===== src/hw/rtl/rma_pkg.sv =====
// ----------------------------------------------------------------------------
// rma_pkg
// Shared widths, codes and helpers for the ring moving-average block.
// ----------------------------------------------------------------------------
package rma_pkg;

  localparam int unsigned MaxWindow = 256;
  localparam int unsigned RingAw    = $clog2(MaxWindow);
  localparam int unsigned DataW     = 32;
  localparam int unsigned SumW      = 40;
  localparam int unsigned LevelW    = 9;
  localparam int unsigned ModeW     = 2;
  localparam int unsigned SwW       = 2;
  localparam int unsigned CfgIdxW   = 2;
  localparam int unsigned DivCntW   = $clog2(SumW);

  // request modes
  localparam logic [ModeW-1:0] MODE_SAMPLE  = 2'd0;
  localparam logic [ModeW-1:0] MODE_RESTART = 2'd1;
  localparam logic [ModeW-1:0] MODE_LEVEL   = 2'd2;

  // register indexes
  localparam logic [CfgIdxW-1:0] REG_CAPACITY = 2'd0;
  localparam logic [CfgIdxW-1:0] REG_STORAGE  = 2'd1;

  // storage width codes (anything else is 32 bits)
  localparam logic [SwW-1:0] SW_8  = 2'd0;
  localparam logic [SwW-1:0] SW_16 = 2'd1;
  localparam logic [SwW-1:0] SW_32 = 2'd2;

  typedef struct packed {
    logic busy;
    logic done;
  } div_stat_t;

  function automatic logic [DataW-1:0] cut_to_storage(input logic [DataW-1:0] v,
                                                       input logic [SwW-1:0]   sw);
    logic [DataW-1:0] r;
    case (sw)
      SW_8:    r = {{(DataW-8){v[7]}}, v[7:0]};
      SW_16:   r = {{(DataW-16){v[15]}}, v[15:0]};
      default: r = v;
    endcase
    return r;
  endfunction

  function automatic logic [LevelW-1:0] eff_capacity(input logic [LevelW-1:0] cap);
    logic [LevelW-1:0] r;
    if (cap == '0) begin
      r = LevelW'(1);
    end else if (cap > LevelW'(MaxWindow)) begin
      r = LevelW'(MaxWindow);
    end else begin
      r = cap;
    end
    return r;
  endfunction

endpackage


===== src/hw/rtl/rma_div.sv =====
// ----------------------------------------------------------------------------
// rma_div
// Restoring divider: signed window sum over unsigned level, one bit a cycle,
// quotient truncated toward zero.
// ----------------------------------------------------------------------------
module rma_div import rma_pkg::*; (
  input  logic                     clk_i,
  input  logic                     rst_ni,
  input  logic                     start_i,
  input  logic signed [SumW-1:0]   dividend_i,
  input  logic [LevelW-1:0]        divisor_i,
  output logic signed [DataW-1:0]  quotient_o,
  output div_stat_t                status_o
);

  logic [SumW-1:0]    quo_q, quo_d;
  logic [LevelW-1:0]  rem_q, rem_d;
  logic [LevelW-1:0]  div_q, div_d;
  logic [DivCntW-1:0] cnt_q, cnt_d;
  logic               neg_q, neg_d;
  logic               busy_q, busy_d;
  logic               done_q, done_d;
  logic [LevelW:0]    rem_sh;
  logic               ge;

  assign rem_sh = {rem_q, quo_q[SumW-1]};
  assign ge     = rem_sh >= {1'b0, div_q};

  always_comb begin
    quo_d  = quo_q;
    rem_d  = rem_q;
    div_d  = div_q;
    cnt_d  = cnt_q;
    neg_d  = neg_q;
    busy_d = busy_q;
    done_d = done_q;
    if (start_i) begin
      neg_d  = dividend_i[SumW-1];
      quo_d  = dividend_i[SumW-1] ? SumW'(-dividend_i) : dividend_i;
      rem_d  = '0;
      div_d  = divisor_i;
      cnt_d  = DivCntW'(SumW - 1);
      busy_d = 1'b1;
      done_d = 1'b0;
    end else if (busy_q) begin
      rem_d = ge ? LevelW'(rem_sh - {1'b0, div_q}) : rem_sh[LevelW-1:0];
      quo_d = {quo_q[SumW-2:0], ge};
      cnt_d = cnt_q - 1'b1;
      if (cnt_q == '0) begin
        busy_d = 1'b0;
        done_d = 1'b1;
      end
    end
  end

  always_ff @(posedge clk_i or negedge rst_ni) begin
    if (!rst_ni) begin
      busy_q <= 1'b0;
      done_q <= 1'b0;
      cnt_q  <= '0;
    end else begin
      busy_q <= busy_d;
      done_q <= done_d;
      cnt_q  <= cnt_d;
    end
  end

  always_ff @(posedge clk_i) begin
    quo_q <= quo_d;
    rem_q <= rem_d;
    div_q <= div_d;
    neg_q <= neg_d;
  end

  // average of 32-bit values always fits in 32 bits
  assign quotient_o = neg_q ? DataW'(-quo_q[DataW-1:0]) : quo_q[DataW-1:0];
  assign status_o   = '{busy: busy_q, done: done_q};

endmodule


===== config.mk =====
export PLATFORM = sky130hd
export DESIGN_NAME = rma_div
export DESIGN_NICKNAME = d
export VERILOG_FILES = /design/src/hw/rtl/rma_pkg.sv /design/src/hw/rtl/rma_div.sv
export SDC_FILE = /design/constraint.sdc
export NUM_CORES = 1
export LEC_CHECK = 0
export ABC_AREA = 0
export BUFFER_PORTS_ARGS = -buffer_cell sky130_fd_sc_hd__buf_2
export CAP_MARGIN = 10
export CORE_ASPECT_RATIO = 2
export CORE_UTILIZATION = 56
export DETAILED_ROUTE_END_ITERATION = 8
export PLACE_DENSITY = 0.89
export SETUP_SLACK_MARGIN = 0.2
export SLEW_MARGIN = 20
export SYNTH_ARGS = -nofsm -noshare
export SYNTH_HDL_FRONTEND = slang
export SYNTH_SLANG_ARGS = --single-unit

===== constraint.sdc =====
create_clock -name clk_i -period 3.44 [get_ports clk_i]
set_input_delay 0.172 -clock clk_i [delete_from_list [all_inputs] [get_ports clk_i]]
set_output_delay 0.172 -clock clk_i [all_outputs]
set_load 0.1 [all_outputs]

== Word-level counts from Yosys, hierarchy flattened ==
Index checks and enable logic that the tools add are counted.
Cells by class
  $add $sub $neg: 4
  magnitude comparators: 1
  mux-type cells: 13
  reduce and logical (&&, ||, !) cells: 4
Operators by type and width (number)
  two-way mux 40 bit: 3
  negator 40 bit: 1
  two-way mux 32 bit: 1
  negator 32 bit: 1
  two-way mux 6 bit: 2
  >= comparator 10 x 9 -> 1 bit: 1
  two-way mux 9 bit: 1
  subtractor 9 bit: 1
  zero test 6 bit: 1
  two-way mux 1 bit: 6
  subtractor 6 x 1 -> 6 bit (second input constant): 1
  nonzero test 2 bit: 2
  AND reduction 2 bit: 1
Storage, ports and cells
  flip-flop bits (word level): 67
  output and inout port bits: 34
  input bits: 52

== Logic depth before layout (Yosys ltp) ==
  word-level depth: 4
  gate-level depth with buffers: 11

== Least setup slack after synthesis ==
No wires, ideal clock.
  kind: flip-flop to output port
  start point: reg quo_q[16]
  end point: out quotient_o[28]
  path buffers: 0
  slack: 105 ps
  stages on the path, launching flop included: 7
  arrival time: 3163 ps
  path through: edfxtp_1 or4_1 or2_4 or4_4 or3_4 o41ai_2 xnor2_1
On the way
  word-level cells in the longest chain between the ends: 2
RTL lines
  start, declared: line rma_div.sv:16  | logic [SumW-1:0] quo_q, quo_d;
  start signal, assigned: line rma_div.sv:69  | quo_q <= quo_d;
  negator 32 bit: line rma_div.sv:76  | assign quotient_o = neg_q ? DataW'(-quo_q[DataW-1:0]) : quo_q[DataW-1:0];
  two-way mux 32 bit: line rma_div.sv:76
  end, declared: line rma_div.sv:12  | output logic signed [DataW-1:0] quotient_o,
Every way passes these cells.

== Worst setup path in the final report ==
  start point: reg quo_q[17]
  end point: out quotient_o[26]
Same word-level chain as after synthesis.

==> metrics.csv <==
metric;value;unit
run status;completed;
path type of the worst setup path;reg2out;
Final Skew;7.45;ps
Post-synth EDFFs;50;
# nets final;636;
RSZ-0062 raised after global routing;true;
async set or reset register ratio after synthesis;0.119;
drc violations;0;
GPL Wtd Cong;0.898;
width of the die;65.8;µm
Most used DFF post-synth;sky130_fd_sc_hd__edfxtp_1;
hold crit path type;in2reg;
WL per Instance;17.1;µm
Initial Utilization;0.577;
die area;0.00851;mm²
largest net degree at the start of global routing;50;
sink count of the clock tree;67;
leakage dissipation;2.20;nW
final clock period utilization by the worst path;0.947;
post-route minimum period;3260;ps
overall power of the completed layout;3.61;mW
Vias per Instance;6.18;
Worst-path clk slew;60;ps
pin slew with the least headroom to its limit;1230;ps
worst rel slew slack;0.182;
arrival time of data at the critical path endpoint;3080;ps
P per Cell Area;653;mW/mm²
proportion of synthesized chip area in sequential cells;0.413;
stage delay of the slowest cell on the critical path;560;ps
# fillers;564;
number of flip-flops and latches in the synthesized netlist;67;
core area;0.00789;mm²
Final Routed Wirelength;11500;µm
cell area after synthesis;0.00455;mm²
number of routed nets with antenna violations;0;
Hold Vio Cnt, Final;0;
detailed placement HPWL;8030;µm
first-pass GRT wire length;17900;µm
number of antenna violations at the first check in global routing;0;
Worst Path Required;3270;ps
commonest cells after routing, fill and taps aside;sky130_fd_sc_hd__buf_2 (76), sky130_fd_sc_hd__nor2_1 (57), sky130_fd_sc_hd__edfxtp_1 (50);
most common cell after layout, fill and taps aside;sky130_fd_sc_hd__buf_2;
DR pass1 iterations;5;
port bufs;85;
vias in the first global route;4004;
I/O pin count;86;
syn_area_per_cell;9.33;µm²
Critical path buffers and inverters;1;
master of the slowest instance on the critical path;sky130_fd_sc_hd__or4_4;
library cells used by synthesis;49;
Die Ht;130;µm
site row count;46;
synthesis-to-layout area growth;21.3;%
Cell Chain, Critical Path;or4_4 > or2_4 > or4_4 > or3_4 > o21ai_0 > xnor2_1 > buf_6;
startpoint types;register;
combined global-route utilization of all metal layers;0.275;
Synthesized Nets;554;
nature of the critical path endpoint;output pin;
synthesized instance count;488;
gate family responsible for the most delay along the worst path;simple AND/OR/NAND/NOR gates;
Max Cap Violations;0;
Inserted Clock Buffers;9;
final total negative setup slack;0;ps
cell occurring most often along the worst timing path;sky130_fd_sc_hd__or4_4;
later-pin clock latency in the skew report;330;ps
deepest clock path buffer count;2;
number of failing setup endpoints in the final timing report;0;
IR drop worst, VDD;427;µV
Synth warnings;0;
CTS tree;done;
root buffer selected by CTS;sky130_fd_sc_hd__clkbuf_16;
Achievable Freq;0.307;GHz
H-tree Lvls;3;
Final Slew Violations;0;
CP max FO;4;
Vias;4150;
proportion of layout cells with a drive suffix above 1;0.233;
overflow left after global routing;0;
Diodes inserted;0;
number of design-rule violations left by the first detailed-router iteration;264;
metal layers:
metal / track usage / vias up / wire [µm]
met4: 0.161 / 0 / 459
met2: 0.512 / 190 / 6340
met1: 0.274 / 1960 / 4070
li1: - / 1951 / -
met3: 0.0467 / 49 / 637
met5: 0 / - / 0
state kept, by name (all words and copies together), names as in the netlist:
| register | count |
|---|---|
| busy_q | 1 |
| cnt_q | 6 |
| div_q | 9 |
| done_q | 1 |
| neg_q | 1 |
| quo_q | 40 |
| rem_q | 9 |
layout make-up:
type	instances	area, µm²	area share
Inverter	19	71.3	0.0129
Tap cell	96	120	0.0217
Timing Repair Buffer	95	591	0.107
Clock inverter	3	15.0	0.00272
Sequential cell	67	1880	0.341
Clock buffer	13	250	0.0453
Multi-Input combinational cell	378	2590	0.470
report_power, final:
part           internal, mW  leakage (nW)  total, mW  switching (mW)
Clock                 0.504         0.133      0.830           0.326
Combinational         0.492          1.39       1.63            1.13
Sequential             1.01         0.673       1.15           0.138
Total                  2.01          2.20       3.61            1.60
repair_timing:
action                                  4_1_cts  5_1_grt
buffers inserted                              3        2
endpoints found under the hold margin         8        0
pin swaps                                     1        1
hold buffers                                  1        0
endpoints found under the setup margin        9        9
resized for setup                            11       11
through the flow:
step	setup WS [ps]	instance area [µm²]	instances	hold slack, ps	util
finish	183	5520	671	12.3	0.700
global placement	422	5120	649	14.8	0.649
global route	130	5520	671	9.73	0.700
floorplan	217	4580	488	-124	-
detailed placement	345	5120	649	16.6	0.649
CTS	176	5460	669	9.52	0.692
cell families (layout without fill, tap and decap cells):
| logic type | count (synthesis) | in the layout | synth area share |
|---|---|---|---|
| compound gates | 123 | 123 | 0.175 |
| xor+xnor | 74 | 74 | 0.142 |
| fa+ha+maj | 14 | 14 | 0.0401 |
| buf+inv | 43 | 130 | 0.0379 |
| flops | 67 | 67 | 0.413 |
| mux | 7 | 7 | 0.0168 |
| simple gates | 160 | 160 | 0.175 |
final timing paths:
check,from,to,slack [ps],cells past startpoint
max in group asynchronous,rst_ni,cnt_q[3],3050,2
setup / recovery,quo_q[17],quotient_o[26],180,7
setup reg to reg,quo_q[39],rem_q[1],540,10
hold reg to reg,rem_q[8],rem_q[8],490,2
min in group asynchronous,rst_ni,busy_q,220,2
hold / removal,divisor_i[5],div_q[5],10,1
cells in the mapped netlist (5+ instances only):
master / number / area [µm²]
sky130_fd_sc_hd__a21oi_1: 37 / 185
sky130_fd_sc_hd__a311oi_1: 5 / 43.8
sky130_fd_sc_hd__clkbuf_1: 18 / 67.6
sky130_fd_sc_hd__dfrtp_1: 8 / 200
sky130_fd_sc_hd__dfxtp_1: 9 / 180
sky130_fd_sc_hd__edfxtp_1: 50 / 1500
sky130_fd_sc_hd__ha_1: 13 / 163
sky130_fd_sc_hd__inv_1: 19 / 71.3
sky130_fd_sc_hd__mux2_2: 5 / 56.3
sky130_fd_sc_hd__nand2_1: 36 / 135
sky130_fd_sc_hd__nand2b_1: 5 / 31.3
sky130_fd_sc_hd__nand4_1: 6 / 37.5
sky130_fd_sc_hd__nor2_1: 57 / 214
sky130_fd_sc_hd__nor3_1: 6 / 30.0
sky130_fd_sc_hd__nor4_1: 7 / 43.8
sky130_fd_sc_hd__o21ai_0: 32 / 160
sky130_fd_sc_hd__o31ai_1: 18 / 135
sky130_fd_sc_hd__o41ai_1: 11 / 96.3
sky130_fd_sc_hd__or2_2: 5 / 31.3
sky130_fd_sc_hd__or3_1: 9 / 56.3
sky130_fd_sc_hd__or4_1: 10 / 75.1
sky130_fd_sc_hd__xnor2_1: 43 / 377
sky130_fd_sc_hd__xor2_1: 31 / 272
Note: power is estimated with default switching activity, not from simulation.
